<file path="src/design/e3f_pkg.sv">
// ----------------------------------------------------------------------------
// e3f_pkg
// Shared types, constants and the CRC8 step for the telegram framer.
// ----------------------------------------------------------------------------
package e3f_pkg;

	localparam int unsigned MAX_PAYLOAD_DEF = 4;
	localparam int unsigned FIELD_BYTES     = 4;   // payload_bytes holds 4 bytes
	localparam int unsigned POS_W           = 5;   // up to 24 bytes per frame
	localparam int unsigned CNT_W           = 3;
	localparam int unsigned REG_ADDR_W      = 3;

	localparam logic [7:0]  SYNC_BYTE     = 8'h55;
	localparam logic [7:0]  OPT_LENGTH    = 8'd7;
	localparam logic [7:0]  SUBTEL_COUNT  = 8'h03;
	localparam logic [7:0]  OPT_FILL_A    = 8'hFF;
	localparam logic [7:0]  OPT_FILL_B    = 8'h00;
	localparam logic [15:0] DATA_OVERHEAD = 16'd6;
	localparam logic [7:0]  CRC_POLY      = 8'h07;

	// register index = paddr[2]
	localparam logic REG_PKT_TYPE       = 1'b0;
	localparam logic REG_DESTINATION_ID = 1'b1;

	localparam logic [7:0]  PKT_TYPE_RST = 8'd1;
	localparam logic [31:0] DEST_ID_RST  = 32'hFFFF_FFFF;

	// controller -> datapath
	typedef struct packed {
		logic             load;   // capture the telegram word
		logic             emit;   // push byte at pos into the output register
		logic [POS_W-1:0] pos;
	} cmd_t;

	// datapath -> controller
	typedef struct packed {
		logic out_free;   // output register can take a byte this cycle
		logic last_pos;   // pos is the closing data CRC
	} sts_t;

	// CRC8, poly 0x07, MSB first
	function automatic logic [7:0] crc8_add(input logic [7:0] crc, input logic [7:0] din);
		logic [7:0] c;
		c = crc ^ din;
		for (int i = 0; i < 8; i++) begin
			c = c[7] ? ((c << 1) ^ CRC_POLY) : (c << 1);
		end
		return c;
	endfunction

endpackage

</file>
<file path="src/design/e3f_if.sv">
// ----------------------------------------------------------------------------
// e3f_if
// Valid/ready channels: telegram in, frame bytes out.
// ----------------------------------------------------------------------------
interface e3f_tel_if;
	logic        valid;
	logic        ready;
	logic [7:0]  rorg;
	logic [2:0]  payload_count;
	logic [31:0] payload_bytes;
	logic [31:0] src_id;
	logic [7:0]  status_byte;

	modport source (
		output valid, rorg, payload_count, payload_bytes, src_id, status_byte,
		input  ready
	);
	modport sink (
		input  valid, rorg, payload_count, payload_bytes, src_id, status_byte,
		output ready
	);
endinterface

interface e3f_frm_if;
	logic       valid;
	logic       ready;
	logic [7:0] frame_byte;
	logic       last;

	modport source (output valid, frame_byte, last, input ready);
	modport sink (input valid, frame_byte, last, output ready);
endinterface

</file>
<file path="src/design/esp3_radio_telegram_framer_top.sv">
// ----------------------------------------------------------------------------
// esp3_radio_telegram_framer_top
// ESP3 radio telegram to serial byte frame, with header and data CRC8.
// ----------------------------------------------------------------------------
// One telegram word in gives one ESP3 frame out, one byte word per cycle
// while the sink keeps up: sync 0x55, data length (count+6, high byte
// first), optional length 7, packet type, header CRC8; then R-ORG,
// payload bytes (byte 0 first), sender ID MSB first, status, subtelegram
// count 3, destination ID MSB first, 0xFF, 0x00, and the data CRC8 flagged
// with last. Both CRCs use poly 0x07, init 0, MSB first. A payload count
// above min(MAX_PAYLOAD, 4) is clipped; a count of zero sends no payload.
// A frame is 20 + count bytes. The byte sequencer emits a single byte per
// clock into the output register whenever that register is free, and a
// new telegram is taken only once the closing CRC has been loaded there,
// so it may be accepted while that last byte still waits. Registers (APB,
// pready tied high): 0x0 pkt_type (reset 1), 0x4 destination_id (reset
// 0xFFFFFFFF); write them only while no frame is in flight.
// ----------------------------------------------------------------------------
module esp3_radio_telegram_framer_top import e3f_pkg::*; #(
	parameter int unsigned MAX_PAYLOAD = MAX_PAYLOAD_DEF
) (
	input  logic                  clk,
	input  logic                  arst_n,
	e3f_tel_if.sink               telegram,
	e3f_frm_if.source             frame,
	input  logic                  psel,
	input  logic                  penable,
	input  logic                  pwrite,
	input  logic [REG_ADDR_W-1:0] paddr,
	input  logic [31:0]           pwdata,
	output logic [31:0]           prdata,
	output logic                  pready
);

	cmd_t        cmd;
	sts_t        sts;
	logic [7:0]  pkt_type;
	logic [31:0] destination_id;

	// config registers
	e3f_regs u_regs (
		.clk            (clk),
		.arst_n         (arst_n),
		.psel           (psel),
		.penable        (penable),
		.pwrite         (pwrite),
		.paddr          (paddr),
		.pwdata         (pwdata),
		.prdata         (prdata),
		.pready         (pready),
		.pkt_type       (pkt_type),
		.destination_id (destination_id)
	);

	// sequencer: idle/run and byte position
	e3f_ctrl u_ctrl (
		.clk       (clk),
		.arst_n    (arst_n),
		.tel_valid (telegram.valid),
		.tel_ready (telegram.ready),
		.sts       (sts),
		.cmd       (cmd)
	);

	// held telegram, byte mux, CRCs, output register
	e3f_datapath #(
		.MAX_PAYLOAD (MAX_PAYLOAD)
	) u_dp (
		.clk            (clk),
		.arst_n         (arst_n),
		.cmd            (cmd),
		.sts            (sts),
		.rorg           (telegram.rorg),
		.payload_count  (telegram.payload_count),
		.payload_bytes  (telegram.payload_bytes),
		.src_id         (telegram.src_id),
		.status_byte    (telegram.status_byte),
		.pkt_type       (pkt_type),
		.destination_id (destination_id),
		.frm_valid      (frame.valid),
		.frm_ready      (frame.ready),
		.frm_byte       (frame.frame_byte),
		.frm_last       (frame.last)
	);

endmodule

</file>
<file path="src/design/e3f_regs.sv">
// ----------------------------------------------------------------------------
// e3f_regs
// APB register file: packet type and destination ID.
// ----------------------------------------------------------------------------
module e3f_regs import e3f_pkg::*; (
	input  logic                  clk,
	input  logic                  arst_n,
	input  logic                  psel,
	input  logic                  penable,
	input  logic                  pwrite,
	input  logic [REG_ADDR_W-1:0] paddr,
	input  logic [31:0]           pwdata,
	output logic [31:0]           prdata,
	output logic                  pready,
	output logic [7:0]            pkt_type,
	output logic [31:0]           destination_id
);

	logic        wr_en;
	logic        reg_idx;
	logic [7:0]  pkt_type_q;
	logic [31:0] destination_id_q;

	assign wr_en   = psel && penable && pwrite;
	assign reg_idx = paddr[REG_ADDR_W-1];
	assign pready  = 1'b1;

	always_ff @(posedge clk or negedge arst_n) begin
		if (!arst_n) begin
			pkt_type_q       <= PKT_TYPE_RST;
			destination_id_q <= DEST_ID_RST;
		end else if (wr_en) begin
			unique case (reg_idx)
				REG_PKT_TYPE:       pkt_type_q       <= pwdata[7:0];
				REG_DESTINATION_ID: destination_id_q <= pwdata;
				default: ;
			endcase
		end
	end

	always_comb begin
		unique case (reg_idx)
			REG_PKT_TYPE:       prdata = {24'd0, pkt_type_q};
			REG_DESTINATION_ID: prdata = destination_id_q;
			default:            prdata = 32'd0;
		endcase
	end

	assign pkt_type       = pkt_type_q;
	assign destination_id = destination_id_q;

endmodule

</file>
<file path="src/design/e3f_datapath.sv">
// ----------------------------------------------------------------------------
// e3f_datapath
// Holds the telegram, selects the byte for each frame position, runs both
// CRC8s and owns the output register.
// ----------------------------------------------------------------------------
module e3f_datapath import e3f_pkg::*; #(
	parameter int unsigned MAX_PAYLOAD = MAX_PAYLOAD_DEF
) (
	input  logic        clk,
	input  logic        arst_n,
	input  cmd_t        cmd,
	output sts_t        sts,
	input  logic [7:0]  rorg,
	input  logic [2:0]  payload_count,
	input  logic [31:0] payload_bytes,
	input  logic [31:0] src_id,
	input  logic [7:0]  status_byte,
	input  logic [7:0]  pkt_type,
	input  logic [31:0] destination_id,
	output logic        frm_valid,
	input  logic        frm_ready,
	output logic [7:0]  frm_byte,
	output logic        frm_last
);

	localparam int unsigned CAP   = (MAX_PAYLOAD < FIELD_BYTES) ? MAX_PAYLOAD : FIELD_BYTES;
	localparam int unsigned PAY_W = 8 * CAP;

	// header positions
	localparam logic [POS_W-1:0] POS_SYNC   = POS_W'(0);
	localparam logic [POS_W-1:0] POS_LEN_HI = POS_W'(1);
	localparam logic [POS_W-1:0] POS_LEN_LO = POS_W'(2);
	localparam logic [POS_W-1:0] POS_OPTLEN = POS_W'(3);
	localparam logic [POS_W-1:0] POS_PTYPE  = POS_W'(4);
	localparam logic [POS_W-1:0] POS_HCRC   = POS_W'(5);
	localparam logic [POS_W-1:0] POS_RORG   = POS_W'(6);
	localparam logic [POS_W-1:0] POS_PAY    = POS_W'(7);

	// positions after the payload
	localparam logic [POS_W-1:0] T_SND3   = POS_W'(0);
	localparam logic [POS_W-1:0] T_SND2   = POS_W'(1);
	localparam logic [POS_W-1:0] T_SND1   = POS_W'(2);
	localparam logic [POS_W-1:0] T_SND0   = POS_W'(3);
	localparam logic [POS_W-1:0] T_STATUS = POS_W'(4);
	localparam logic [POS_W-1:0] T_SUBTEL = POS_W'(5);
	localparam logic [POS_W-1:0] T_DST3   = POS_W'(6);
	localparam logic [POS_W-1:0] T_DST2   = POS_W'(7);
	localparam logic [POS_W-1:0] T_DST1   = POS_W'(8);
	localparam logic [POS_W-1:0] T_DST0   = POS_W'(9);
	localparam logic [POS_W-1:0] T_FILL_A = POS_W'(10);
	localparam logic [POS_W-1:0] T_FILL_B = POS_W'(11);
	localparam logic [POS_W-1:0] T_DCRC   = POS_W'(12);

	logic [7:0]       rorg_q;
	logic [7:0]       status_q;
	logic [CNT_W-1:0] cnt_q;
	logic [PAY_W-1:0] payload_q;
	logic [31:0]      sender_q;
	logic [7:0]       hcrc_q;
	logic [7:0]       dcrc_q;
	logic             out_valid_q;
	logic [7:0]       out_byte_q;
	logic             out_last_q;

	logic [15:0]      dlen;
	logic [POS_W-1:0] rel;
	logic [POS_W-1:0] tail;
	logic [POS_W-1:0] cnt_ext;
	logic             in_header;
	logic             in_payload;
	logic [7:0]       pay_byte;
	logic [7:0]       cur_byte;
	logic             is_last;
	logic             hcrc_upd;
	logic             dcrc_upd;

	// telegram capture, count saturated to CAP
	always_ff @(posedge clk) begin
		if (cmd.load) begin
			rorg_q    <= rorg;
			status_q  <= status_byte;
			cnt_q     <= (payload_count > CNT_W'(CAP)) ? CNT_W'(CAP) : payload_count;
			payload_q <= payload_bytes[PAY_W-1:0];
			sender_q  <= src_id;
		end
	end

	assign cnt_ext    = POS_W'(cnt_q);
	assign dlen       = 16'(cnt_q) + DATA_OVERHEAD;
	assign rel        = cmd.pos - POS_PAY;
	assign tail       = rel - cnt_ext;
	assign in_header  = cmd.pos < POS_PAY;
	assign in_payload = !in_header && (rel < cnt_ext);
	assign is_last    = !in_header && !in_payload && (tail == T_DCRC);

	always_comb begin
		pay_byte = 8'h00;
		for (int i = 0; i < CAP; i++) begin
			if (rel == POS_W'(i)) pay_byte = payload_q[8*i +: 8];
		end
	end

	always_comb begin
		cur_byte = 8'h00;
		if (in_header) begin
			unique case (cmd.pos)
				POS_SYNC:   cur_byte = SYNC_BYTE;
				POS_LEN_HI: cur_byte = dlen[15:8];
				POS_LEN_LO: cur_byte = dlen[7:0];
				POS_OPTLEN: cur_byte = OPT_LENGTH;
				POS_PTYPE:  cur_byte = pkt_type;
				POS_HCRC:   cur_byte = hcrc_q;
				default:    cur_byte = rorg_q;
			endcase
		end else if (in_payload) begin
			cur_byte = pay_byte;
		end else begin
			unique case (tail)
				T_SND3:   cur_byte = sender_q[31:24];
				T_SND2:   cur_byte = sender_q[23:16];
				T_SND1:   cur_byte = sender_q[15:8];
				T_SND0:   cur_byte = sender_q[7:0];
				T_STATUS: cur_byte = status_q;
				T_SUBTEL: cur_byte = SUBTEL_COUNT;
				T_DST3:   cur_byte = destination_id[31:24];
				T_DST2:   cur_byte = destination_id[23:16];
				T_DST1:   cur_byte = destination_id[15:8];
				T_DST0:   cur_byte = destination_id[7:0];
				T_FILL_A: cur_byte = OPT_FILL_A;
				T_FILL_B: cur_byte = OPT_FILL_B;
				default:  cur_byte = dcrc_q;
			endcase
		end
	end

	// header CRC covers length, option length, packet type; data CRC covers R-ORG up to the closing CRC
	assign hcrc_upd = (cmd.pos >= POS_LEN_HI) && (cmd.pos <= POS_PTYPE);
	assign dcrc_upd = (cmd.pos >= POS_RORG) && !is_last;

	always_ff @(posedge clk) begin
		if (cmd.load) begin
			hcrc_q <= 8'h00;
			dcrc_q <= 8'h00;
		end else if (cmd.emit) begin
			if (hcrc_upd) hcrc_q <= crc8_add(hcrc_q, cur_byte);
			if (dcrc_upd) dcrc_q <= crc8_add(dcrc_q, cur_byte);
		end
	end

	// output register
	always_ff @(posedge clk or negedge arst_n) begin
		if (!arst_n) begin
			out_valid_q <= 1'b0;
		end else if (cmd.emit) begin
			out_valid_q <= 1'b1;
		end else if (frm_ready) begin
			out_valid_q <= 1'b0;
		end
	end

	always_ff @(posedge clk) begin
		if (cmd.emit) begin
			out_byte_q <= cur_byte;
			out_last_q <= is_last;
		end
	end

	assign sts.out_free = !out_valid_q || frm_ready;
	assign sts.last_pos = is_last;

	assign frm_valid = out_valid_q;
	assign frm_byte  = out_byte_q;
	assign frm_last  = out_last_q;

endmodule

</file>
<file path="src/design/e3f_ctrl.sv">
// ----------------------------------------------------------------------------
// e3f_ctrl
// Frame sequencer: takes a telegram, then walks the byte position.
// ----------------------------------------------------------------------------
module e3f_ctrl import e3f_pkg::*; (
	input  logic clk,
	input  logic arst_n,
	input  logic tel_valid,
	output logic tel_ready,
	input  sts_t sts,
	output cmd_t cmd
);

	localparam logic ST_IDLE = 1'b0;
	localparam logic ST_RUN  = 1'b1;

	logic             state_q;
	logic [POS_W-1:0] pos_q;

	assign tel_ready = (state_q == ST_IDLE);
	assign cmd.load  = tel_ready && tel_valid;
	assign cmd.emit  = (state_q == ST_RUN) && sts.out_free;
	assign cmd.pos   = pos_q;

	always_ff @(posedge clk or negedge arst_n) begin
		if (!arst_n) begin
			state_q <= ST_IDLE;
			pos_q   <= '0;
		end else begin
			unique case (state_q)
				ST_IDLE: begin
					if (tel_valid) begin
						state_q <= ST_RUN;
						pos_q   <= '0;
					end
				end
				ST_RUN: begin
					if (sts.out_free) begin
						if (sts.last_pos) state_q <= ST_IDLE;
						else              pos_q   <= pos_q + POS_W'(1);
					end
				end
				default: state_q <= ST_IDLE;
			endcase
		end
	end

endmodule

</file>
<file path="src/flat_wrapper.sv">
// flat-port wrapper written by rule: the top's interface ports become plain ports
module esp3_radio_telegram_framer_top_flat import e3f_pkg::*;
#(
	parameter int unsigned MAX_PAYLOAD = MAX_PAYLOAD_DEF
)
  (clk, arst_n, psel, penable, pwrite, paddr, pwdata, prdata, pready, telegram_valid, telegram_rorg, telegram_payload_count, telegram_payload_bytes, telegram_src_id, telegram_status_byte, telegram_ready, frame_valid, frame_frame_byte, frame_last, frame_ready);
  e3f_tel_if telegram_i ();
  e3f_frm_if frame_i ();
  input  logic clk;
  input  logic arst_n;
  input  logic psel;
  input  logic penable;
  input  logic pwrite;
  input  logic [REG_ADDR_W-1:0] paddr;
  input  logic [31:0] pwdata;
  output logic [31:0] prdata;
  output logic pready;
  input wire logic [$bits(telegram_i.valid)-1:0] telegram_valid;
  input wire logic [$bits(telegram_i.rorg)-1:0] telegram_rorg;
  input wire logic [$bits(telegram_i.payload_count)-1:0] telegram_payload_count;
  input wire logic [$bits(telegram_i.payload_bytes)-1:0] telegram_payload_bytes;
  input wire logic [$bits(telegram_i.src_id)-1:0] telegram_src_id;
  input wire logic [$bits(telegram_i.status_byte)-1:0] telegram_status_byte;
  output wire logic [$bits(telegram_i.ready)-1:0] telegram_ready;
  output wire logic [$bits(frame_i.valid)-1:0] frame_valid;
  output wire logic [$bits(frame_i.frame_byte)-1:0] frame_frame_byte;
  output wire logic [$bits(frame_i.last)-1:0] frame_last;
  input wire logic [$bits(frame_i.ready)-1:0] frame_ready;
  assign telegram_i.valid = telegram_valid;
  assign telegram_i.rorg = telegram_rorg;
  assign telegram_i.payload_count = telegram_payload_count;
  assign telegram_i.payload_bytes = telegram_payload_bytes;
  assign telegram_i.src_id = telegram_src_id;
  assign telegram_i.status_byte = telegram_status_byte;
  assign telegram_ready = telegram_i.ready;
  assign frame_valid = frame_i.valid;
  assign frame_frame_byte = frame_i.frame_byte;
  assign frame_last = frame_i.last;
  assign frame_i.ready = frame_ready;
  esp3_radio_telegram_framer_top #(.MAX_PAYLOAD(MAX_PAYLOAD)) u_core (.clk(clk), .arst_n(arst_n), .telegram(telegram_i), .frame(frame_i), .psel(psel), .penable(penable), .pwrite(pwrite), .paddr(paddr), .pwdata(pwdata), .prdata(prdata), .pready(pready));
endmodule
</file>
<file path="config.mk">
export PLATFORM = sky130hd
export DESIGN_NAME = esp3_radio_telegram_framer_top_flat
export DESIGN_NICKNAME = d
export VERILOG_FILES = /design/src/design/e3f_pkg.sv /design/src/design/e3f_if.sv /design/src/design/esp3_radio_telegram_framer_top.sv /design/src/design/e3f_regs.sv /design/src/design/e3f_datapath.sv /design/src/design/e3f_ctrl.sv /design/src/flat_wrapper.sv
export SDC_FILE = /design/constraint.sdc
export NUM_CORES = 1
export LEC_CHECK = 0
export ABC_AREA = 1
export ABC_CLOCK_PERIOD_IN_PS = 4500
export BUFFER_PORTS_ARGS = -buffer_cell sky130_fd_sc_hd__buf_2
export CAP_MARGIN = 20
export CELL_PAD_IN_SITES_DETAIL_PLACEMENT = 0
export CELL_PAD_IN_SITES_GLOBAL_PLACEMENT = 1
export CORE_MARGIN = 2
export CORE_UTILIZATION = 30
export DETAILED_ROUTE_END_ITERATION = 10
export PLACE_DENSITY = 0.63
export SETUP_SLACK_MARGIN = 0.2
export SYNTH_ARGS = -nofsm -noshare
export SYNTH_HDL_FRONTEND = slang
export SYNTH_SLANG_ARGS = --single-unit
</file>
<file path="constraint.sdc">
create_clock -name clk -period 4.5 [get_ports clk]
set_input_delay 0.45 -clock clk [delete_from_list [all_inputs] [get_ports clk]]
set_output_delay 0.45 -clock clk [all_outputs]
set_load 0.02 [all_outputs]
</file>
==> results of run 1 <==
==> metrics by stage <==
| step | area [sq um] | utilization, % | hold slack [ns] | instances | setup slack, ns |
|---|---|---|---|---|---|
| 5_1_grt | 10400 | 38.5 | 0.0373 | 1542 | 0.222 |
| 6_report | 10400 | 38.5 | 0.0456 | 1542 | 0.537 |
| 3_3_place_gp | 9770 | 36.1 | 0.467 | 1508 | 0.358 |
| 4_1_cts | 10400 | 38.4 | 0.0389 | 1540 | 0.367 |
| 3_5_place_dp | 9770 | 36.1 | 0.473 | 1508 | 0.386 |
| 2_1_floorplan | 8300 | - | 0.154 | 981 | 0.761 |
==> what timing repair did <==
| item | 4_1_cts | 5_1_grt |
|---|---|---|
| gates resized for setup | 0 | 10 |
| setup endpoints to repair | 0 | 16 |
| buffers inserted | 0 | 2 |
| hold endpoints to repair | 0 | 0 |
==> final cells by class <==
type / count / area, sq um / share of cell area [%]
clock buffers: 17 / 425 / 4.09
repair buffers: 209 / 1170 / 11.2
clock inverters: 15 / 173 / 1.66
multi-input cells: 667 / 3400 / 32.6
flip-flops and latches: 155 / 4300 / 41.3
well taps: 341 / 427 / 4.10
inverters: 138 / 522 / 5.01
==> layer usage <==
metal,share of wire [%],vias up,global-route usage [%]
li1,-,3669,-
met1,49,3356,24.8
met2,45,173,27.0
met3,4.8,18,2.81
met4,1.2,0,5.09
met5,0,-,0
==> synth_stat cells (all sizes together) <==
library cell	instances	area [sq um]
dfrtp	14	350
o21ai	40	200
buf	11	72.6
nor4	1	6.26
xnor2	1	8.76
and3	1	6.26
clkbuf	10	37.5
o22ai	5	31.3
a221oi	2	17.5
inv	137	517
mux2	23	259
nor2	59	246
clkinv	1	3.75
a21oi	40	200
o221ai	2	17.5
o2111ai	3	26.3
nor3	11	81.3
conb	1	3.75
o21a	1	7.51
edfxtp	92	2760
o211ai	11	82.6
a211oi	1	7.51
nand4	12	75.1
nand3	126	656
dfstp	33	867
ha	10	125
o211a	1	10.0
a31oi	2	12.5
nand2	311	1240
fa	1	20.0
dfxtp	16	320
o2111a	1	11.3
xor2	1	8.76
==> state kept, by name, summed over array words and instances (netlist names), 3 cells and up <==
register,count
u_core.u_dp.rorg_q,8
u_core.u_regs.destination_id,32
u_core.u_dp.hcrc_q,8
u_core.u_dp.sender_q,32
u_core.u_ctrl.pos_q,5
u_core.u_dp.status_q,8
u_core.u_dp.payload_q,32
u_core.u_regs.pkt_type,8
u_core.u_dp.cnt_q,3
u_core.u_dp.frm_byte,8
u_core.u_dp.dcrc_q,8
==> logic make-up (layout without fill, tap and decap cells) <==
| logic type | Yosys count | after routing | synth area share, % |
|---|---|---|---|
| adder cells (fa/ha/maj) | 11 | 11 | 1.75 |
| multiplexers | 23 | 23 | 3.12 |
| XOR/XNOR | 2 | 2 | 0.211 |
| buffers and inverters | 159 | 379 | 7.60 |
| AND/OR/NAND/NOR | 521 | 521 | 27.9 |
| AO/OA/AOI/OAI | 109 | 109 | 7.53 |
| other | 1 | 1 | 0.0452 |
| flip-flops | 155 | 155 | 51.8 |
==> final timing paths <==
path                                           start                          endpoint  slack, ns  cells past startpoint
setup reg to reg              u_core.u_ctrl.pos_q[1]             u_core.u_dp.hcrc_q[2]       0.54                     30
max in group asynchronous                     arst_n   u_core.u_regs.destination_id[7]       3.88                      2
hold / removal                                arst_n  u_core.u_regs.destination_id[24]       0.05                      1
hold reg to reg            u_core.u_regs.pkt_type[5]         u_core.u_regs.pkt_type[5]       0.48                      2
min in group clk                  telegram_src_id[5]           u_core.u_dp.sender_q[5]       0.18                      1
setup / recovery              u_core.u_ctrl.pos_q[1]             u_core.u_dp.hcrc_q[2]       0.54                     30
==> impl_results.md, run 1 <==
- Max_cap viols: 0
- Fin crit share: 88.1%
- CTS tree: built
- Worst Tran Pin Value: 0.753 ns
- Clk Latency, worst-skew pair: 0.44 ns
- Worst Skew: roughly 0.020 ns
- Top cell by count, worst path: nand2_1
- CP bufs+invs: 4
- Min cycle time layout: 3.96 ns
- Die Height: 170 um
- Final Setup Violations: 0
- Avg Cell Area, Syn: around 8.5 sq um
- Initial antenna violation count: 0
- # clock sinks: 155
- CTS H-tree depth: 4
- Critical Path End Type: flop
- CP Max Fanout: 5
- CTS Buffer Depth: 2
- Pre-antenna DRT Iters: 5
- Final Hold Fails: 0
- WL/cell: 16.0 um
- Global-route wire length before repair: 37600 um
- F_max: 252 MHz
- Share of layout cells above drive strength 1: 30.0%
- Number of remaining DRC errors: 0
- Total congestion overflow: 0
- Distinct cells, synth: 46
- Slew Limit Fails: 0
- Class of the worst hold path: primary input to asynchronous set/reset pin
- Area grow syn2layout: 25.5%
- Commonest non-fill, non-tap cell in the layout: nand2_1
- Routed via count: 7216
- Nets@finish: 1324
- Vias per cell: 4.68
- Clock slew at reported path FFs: roughly 0.080 ns
- Synth Warn #: 0
- Die footprint: roughly 29000 sq um
- Initial Utilization: a little under a third
- Largest stage delay on the critical path: 0.40 ns
- Seq cells post-synth: 155
- Antenna Nets Post-Route: 0
- Placer Congestion: roughly 0.83
- Number of buffers created by CTS: 17
- Pin count of the biggest net entering global routing: 62
- Synthesized Nets: 1117
- Worst Path Class, Setup: flop to flop
- Input/output buffers: ~170
- WP data required: 4.83 ns
- Delay-heaviest family, CP: simple AND/OR/NAND/NOR gates
- Width of the die: about 170 um
- Crit path launch type: flop
- Number of global-route vias before repair: 6779
- Status: finished, final reports clean
- Setup TNS: 0 ns
- Unrepaired setup endpoints after global routing: no
- Core Region: ~27000 sq um
- Slew HR: 49.8%
- Ant. Diodes: 0
- Hold-fix buffers, CTS: 0
- Row count: 60
- Boundary Pins: 169
- Sequential share of the synthesized area: 51.8%
- Total GRT Usage: around 17%
- Synth Instances: roughly 980
- # fillers: 2780
- Hpwl dp: roughly 19000 um
- DR iter-0 viols: 490
- Slowest stage cell, crit path: dfrtp_2
- Worst EP arrival: 4.30 ns
- Most frequent cells in the layout: nand2_1, buf_2, inv_1
- Synth Cell Area: 8300 sq um
- WL final: 24600 um
- CTS root buffer: clkbuf_16
Power of run 1 is not shown: default switching activity piles up to over one toggle a cycle in this logic, so the estimate is an artifact.
==> run 2: changes to the inputs <==
--- a/config.mk
+++ b/config.mk
@@ -5,7 +5,6 @@
 export SDC_FILE = /design/constraint.sdc
 export NUM_CORES = 1
 export LEC_CHECK = 0
-export ABC_AREA = 1
 export ABC_CLOCK_PERIOD_IN_PS = 4500
 export BUFFER_PORTS_ARGS = -buffer_cell sky130_fd_sc_hd__buf_2
 export CAP_MARGIN = 20
@@ -14,7 +13,7 @@
 export CORE_MARGIN = 2
 export CORE_UTILIZATION = 30
 export DETAILED_ROUTE_END_ITERATION = 10
-export PLACE_DENSITY = 0.63
+export PLACE_DENSITY = 0.6
 export SETUP_SLACK_MARGIN = 0.2
 export SYNTH_ARGS = -nofsm -noshare
 export SYNTH_HDL_FRONTEND = slang
==> impl_results.md, run 2 <==
- Hold-fix buffers, CTS: 0 (unchanged)
- Antenna Nets Post-Route: 0 (unchanged)
- Placer Congestion: 0.882 (+6.6%)
- Max_cap viols: 0 (unchanged)
- Unrepaired setup endpoints after global routing: yes
- Hpwl dp: 20400 um (+7.6%)
- Final non-filler cell total: 1451 (-5.9%)
- Slowest stage cell, crit path: or4_4
- CTS tree: built
- WP data required: 4.87 ns (+0.04 ns)
- CTS H-tree depth: 4 (unchanged)
- Row count: 62 (+3.3%)
- Global-route wire length before repair: 41400 um (+10%)
- Nets@finish: 1189 (-10%)
- Post-synth top cells: edfxtp_1, mux2_2, a21oi_1
- Avg Cell Area, Syn: 11.3 sq um (+34%)
- Min cycle time layout: 4.33 ns (+0.368 ns)
- Worst path cell trace: inv_2 -> ha_4 -> inv_4 -> fa_2 -> buf_6 -> xor2_4 -> nor4_2 -> o211ai_1 -> o31ai_4 -> a311o_1 -> or4_4 -> a2111oi_4 -> a211oi_4 -> xor2_1 -> nor2b_2 -> a21oi_2 -> mux2i_1
- Worst Tran Pin Value: 0.679 ns (-0.0741 ns)
- Synth Cell Area: 8640 sq um (+4.1%)
- WHS: 0.119 ns (+0.0730 ns)
- Total congestion overflow: 0 (unchanged)
- Width of the die: 174 um (+2.0%)
- F_max: 231 MHz (-8.5%)
- Slew HR: 54.6% (+4.8 points)
- Area share of the largest cell type after synthesis: 32.0% (-1.3 points)
- Synth Instances: 763 (-22%)
- Initial Utilization: 30.3% (-0.45 points)
- CTS Buffer Depth: 2 (unchanged)
- CP Max Fanout: 6 (+1)
- Class of the worst hold path: primary input to asynchronous set/reset pin
- Slew Limit Fails: 0 (unchanged)
- Vias per cell: 5.00 (+6.8%)
- Fin crit share: 96.2% (+8.2 points)
- Sequential share of the synthesized area: 49.8% (-2.0 points)
- Die Height: 174 um (+2.0%)
- Ys flop type: edfxtp_1
- Pin count of the biggest net entering global routing: 48 (-23%)
- Final Hold Fails: 0 (unchanged)
- Number of global-route vias before repair: 7092 (+4.6%)
- # clock sinks: 155 (unchanged)
- Initial antenna violation count: 1 (+1)
- Worst Skew: 0.0129 ns (-0.00666 ns)
- Clock slew at reported path FFs: 0.07 ns (about the same)
- Largest stage delay on the critical path: 0.59 ns (+0.19 ns)
- Core Region: 28500 sq um (+5.6%)
- WL/cell: 19.1 um (+20%)
- WL final: 27700 um (+13%)
- Final Setup Violations: 0 (unchanged)
- DR iter-0 viols: 521 (+6.3%)
- Number of remaining DRC errors: 0 (unchanged)
- Synthesized Nets: 899 (-20%)
- Share of layout cells above drive strength 1: 48.5% (+19 points)
- Die footprint: 30200 sq um (+4.0%)
- CTS root buffer: clkbuf_16
- Area grow syn2layout: 39.7%
- Most frequent cells in the layout: buf_2, buf_4, edfxtp_1
- Synth top area cells: edfxtp_1, dfstp_2, mux2_2
- Worst EP arrival: 4.70 ns (+0.40 ns)
- Critical Path End Type: flop
- Clk Latency, worst-skew pair: 0.44 ns (about the same)
- Leading area contributor after synthesis: edfxtp_1
- Number of buffers created by CTS: 17 (unchanged)
- Post-synth EDFFs: 92 (unchanged)
- Input/output buffers: 165 (unchanged)
- Boundary Pins: 169 (unchanged)
- Distinct cells, synth: 90 (+96%)
- Synth Warn #: 0 (unchanged)
- Finished Core Util: 42.3% (+3.7 points)
- Cells after DPL: 1392 (-7.7%)
- Status: finished, final reports clean
- Crit path launch type: flop
- Asr flop ratio synth: 30.3% (unchanged)
- Total GRT Usage: 18.0% (+0.70 points)
- Count leader, synth: edfxtp_1
- Commonest non-fill, non-tap cell in the layout: buf_2
- Routed via count: 7254 (+0.53%)
- Pre-antenna DRT Iters: 5 (unchanged)
- Seq cells post-synth: 155 (unchanged)
- Worst Path Class, Setup: flop to flop
## run 2: cell count changes after synthesis, moves of 14 or more
cell and delta:
nand2_1 -246, nand3_1 -98, inv_1 -95, mux2_2 +30, and2_1 +27, xnor2_1 +23
nand2_2 -21, nor2_1 -20, clkbuf_1 +16, nor2b_1 +15, nor3_1 +14
## run 2: logic make-up after synthesis
| kind of cell | share of synthesized area (%) |
|---|---|
| xor gates and xnor gates | 6.09 |
| muxes | 8.55 |
| adders and majority gates | 1.68 |
| other | 0.0434 |
| buffers and inverters | 3.30 |
| AOI/OAI and AO/OA | 17.4 |
| and+or+nand+nor | 13.2 |
| DFF | 49.8 |
## run 2: worst paths after layout
| kind | startpoint | endpoint | slack [ns] | cells after the start |
|---|---|---|---|---|
| worst max-delay path | u_core.u_ctrl.pos_q[0] | u_core.u_dp.hcrc_q[3] | 0.17 | 17 |
| worst min-delay path | arst_n | u_core.u_dp.frm_valid | 0.12 | 2 |
| worst max register to register | u_core.u_ctrl.pos_q[0] | u_core.u_dp.hcrc_q[3] | 0.17 | 17 |
| worst min register to register | u_core.u_dp.dcrc_q[3] | u_core.u_dp.dcrc_q[3] | 0.48 | 2 |
| max in group asynchronous | arst_n | u_core.u_ctrl.pos_q[0] | 3.92 | 2 |
| min in group clk | telegram_src_id[8] | u_core.u_dp.sender_q[8] | 0.18 | 1 |
## run 2: metal layers
layer	wire length [um]	track usage (%)	vias to the layer above
li1	-	-	3476
met1	12400	24.1	3584
met2	13700	30.3	162
met3	1030	2.70	32
met4	592	5.60	0
met5	0	0	-
## run 2: cell type report
| type | count | area [sq um] |
|---|---|---|
| fill | 2824 | 16500 |
| multi-input combinational | 539 | 4570 |
| inverter | 30 | 116 |
| sequential | 155 | 4300 |
| timing repair buffer | 310 | 1980 |
| antenna | 1 | 2.50 |
| tap | 384 | 480 |
| clock inverter | 13 | 138 |
| clock buffer | 19 | 475 |
## run 2: worst max-delay path: cells and delay by family (launching register included)
kind | cells | cell delay, ns
AOI/OAI and AO/OA | 6 | 1.43
and+or+nand+nor | 3 | 0.83
adders and majority gates | 2 | 0.72
DFF | 1 | 0.43
xor gates and xnor gates | 2 | 0.40
buffers and inverters | 3 | 0.28
muxes | 1 | 0.18
## run 2: per-stage QoR
step	setup WS [ns]	setup TNS (ns)	cell area [sq um]
4_1_cts	0.194	0	11500
6_report	0.169	0	12100
3_3_place_gp	-0.0940	-0.190	10700
2_1_floorplan	0.190	0	8690
3_5_place_dp	-0.127	-0.654	10700
5_1_grt	0.0210	0	12100
## run 2: timing repair
action,4_1_cts,5_1_grt
resized for setup,34,62
pin swaps,11,39
buffers inserted,2,24
endpoints found under the setup margin,15,16
Power of run 2 is left out for the same reason.
==> run 3: changes to the inputs <==
--- a/config.mk
+++ b/config.mk
@@ -10,6 +10,7 @@
 export CAP_MARGIN = 20
 export CELL_PAD_IN_SITES_DETAIL_PLACEMENT = 0
 export CELL_PAD_IN_SITES_GLOBAL_PLACEMENT = 1
+export CORE_ASPECT_RATIO = 0.9
 export CORE_MARGIN = 2
 export CORE_UTILIZATION = 30
 export DETAILED_ROUTE_END_ITERATION = 10
==> impl_results.md, run 3 (synthesis results as in run 2) <==
- Status: finished, final reports clean
- Setup TNS: 0 ns (unchanged)
- CP Max Fanout: 6 (unchanged)
- WL/cell: 19.4 um (+1.4%)
- Reg area: 4300 sq um (unchanged)
- Placer Congestion: 0.887 (+0.57%)
- Worst Skew: 0.0166 ns (+0.00364 ns)
- WL final: 27400 um (-1.2%)
- Crit path launch type: flop
- # clock sinks: 155 (unchanged)
- Slew Limit Fails: 0 (unchanged)
- Hpwl dp: 20200 um (-0.70%)
- Width of the die: 183 um (+5.3%)
- Total GRT Usage: 18.0% (-0.065 points)
- Number of global-route vias before repair: 6688 (-5.7%)
- Number of buffers created by CTS: 17 (unchanged)
- Commonest non-fill, non-tap cell in the layout: buf_2
- Initial antenna violation count: 2 (+1)
- CP bufs+invs: 6 (+3)
- Pin count of the biggest net entering global routing: 51 (+6.3%)
- Slack of the worst reg-to-reg path: 0.25 ns (+0.08 ns)
- Number of remaining DRC errors: 0 (unchanged)
- Critical R2R Launch: u_core.u_ctrl.pos_q[0]
- Largest stage delay on the critical path: 0.45 ns (-0.14 ns)
- Die footprint: 30200 sq um (about the same)
- Multi-input logic area: 4520 sq um (-1.0%)
- Initial Utilization: 30.7% (+0.42 points)
- Clk Latency, worst-skew pair: 0.44 ns (about the same)
- F_max: 235 MHz (+2.0%)
- CTS Buffer Depth: 2 (unchanged)
- Boundary Pins: 169 (unchanged)
- Vias per cell: 5.07 (+1.5%)
- Slowest stage cell, crit path: dfrtp_2
- WP data required: 4.87 ns (about the same)
- Antenna Nets Post-Route: 0 (unchanged)
- Share of layout cells above drive strength 1: 46.7% (-1.8 points)
- Most frequent cells in the layout: buf_2, buf_4, edfxtp_1
- Die Height: 165 um (-5.0%)
- CTS tree: built
- CP Depth: 20 (+3)
- # fillers: 2728 (-3.4%)
- Worst Tran Pin Value: 0.807 ns (+0.128 ns)
- Nets@finish: 1173 (-1.3%)
- Global-route wire length before repair: 40400 um (-2.5%)
- Worst EP arrival: 4.62 ns (-0.08 ns)
- Core Region: 28200 sq um (-1.4%)
- Area grow syn2layout: 37.9%
- Capture point of the critical path: u_core.u_dp.hcrc_q[3]
- CTS H-tree depth: 4 (unchanged)
- Pre-antenna DRT Iters: 5 (unchanged)
- CTS root buffer: clkbuf_16
- Routed via count: 7169 (-1.2%)
- Slew HR: 46.1% (-8.5 points)
- Class of the worst hold path: primary input to flop
- CP Launch Point: u_core.u_ctrl.pos_q[0]
- DR iter-0 viols: 437 (-16%)
- Critical Path End Type: flop
- Min cycle time layout: 4.25 ns (-0.0842 ns)
- R2R cell count: 20 (+3)
- Fin crit share: 94.4% (-1.9 points)
- Total congestion overflow: 0 (unchanged)
- Worst Path Class, Setup: flop to flop
- Delay-heaviest family, CP: compound AO/OA/AOI/OAI gates
- Unrepaired setup endpoints after global routing: yes
- Clock slew at reported path FFs: 0.06 ns (about the same)
- Row count: 58 (-6.5%)
- Final Hold Fails: 0 (unchanged)
- Worst R2R End: u_core.u_dp.hcrc_q[3]
- Input/output buffers: 165 (unchanged)
- Final Setup Violations: 0 (unchanged)
- Max_cap viols: 0 (unchanged)
- Worst path cell trace: inv_2 -> ha_4 -> buf_6 -> ha_4 -> and3b_2 -> nor2_4 -> buf_12 -> buf_8 -> mux2i_2 -> o32ai_2 -> a2111oi_4 -> clkbuf_16 -> buf_8 -> a21oi_1 -> mux2_4 -> a311o_1 -> xor2_1 -> nor2b_2 -> a21oi_2 -> mux2i_1
## run 3: timing repair
action,4_1_cts,5_1_grt
pin swaps,11,28
hold endpoints to repair,2,0
cloned,0,1
buffers inserted,4,21
resized for setup,22,71
hold buffers,1,0
endpoints found under the setup margin,15,16
## run 3: stage by stage
stage	worst slack (ns)	instances	hold WS, ns	util, %	cell area (sq um)
after detailed placement	-0.0127	1351	0.451	37.6	10600
after floorplan	0.190	763	0.154	-	8690
after CTS	0.196	1388	0.164	40.3	11300
after global routing	0.0969	1410	0.166	42.3	11900
final	0.253	1413	0.179	42.3	11900
after global placement	-0.00484	1351	0.449	37.6	10600
## run 3: final cells by class
type,count,share of cell area [%]
antenna,3,0.0631
clock buffer,23,4.12
clock inverter,9,0.935
inverter,30,0.977
multi-input combinational,539,38.0
sequential,155,36.1
tap,360,3.78
timing repair buffer,294,16.0
## run 3: how the worst min path moves through the flow
stage                          startpoint                        end  slack (ns)  cells after the start
2_1_floorplan                      arst_n     u_core.u_ctrl.pos_q[0]        0.15                      0
3_3_place_gp        u_core.u_dp.dcrc_q[3]      u_core.u_dp.dcrc_q[3]        0.45                      2
3_5_place_dp                       arst_n  u_core.u_regs.pkt_type[4]        0.45                      1
4_1_cts           telegram_status_byte[7]    u_core.u_dp.status_q[7]        0.16                      1
5_1_grt               telegram_src_id[22]   u_core.u_dp.sender_q[22]        0.17                      1
6_report       telegram_payload_bytes[10]  u_core.u_dp.payload_q[10]        0.18                      1
## run 3: metal layers
layer  vias to the layer above  share of wire, %  track usage (%)
li1                       3448                 -                -
met1                      3444                49             27.3
met2                       256                43             26.1
met3                        19               6.2             3.79
met4                         2              0.78             3.85
met5                         -             0.048                0
Power of run 3 is left out for the same reason.
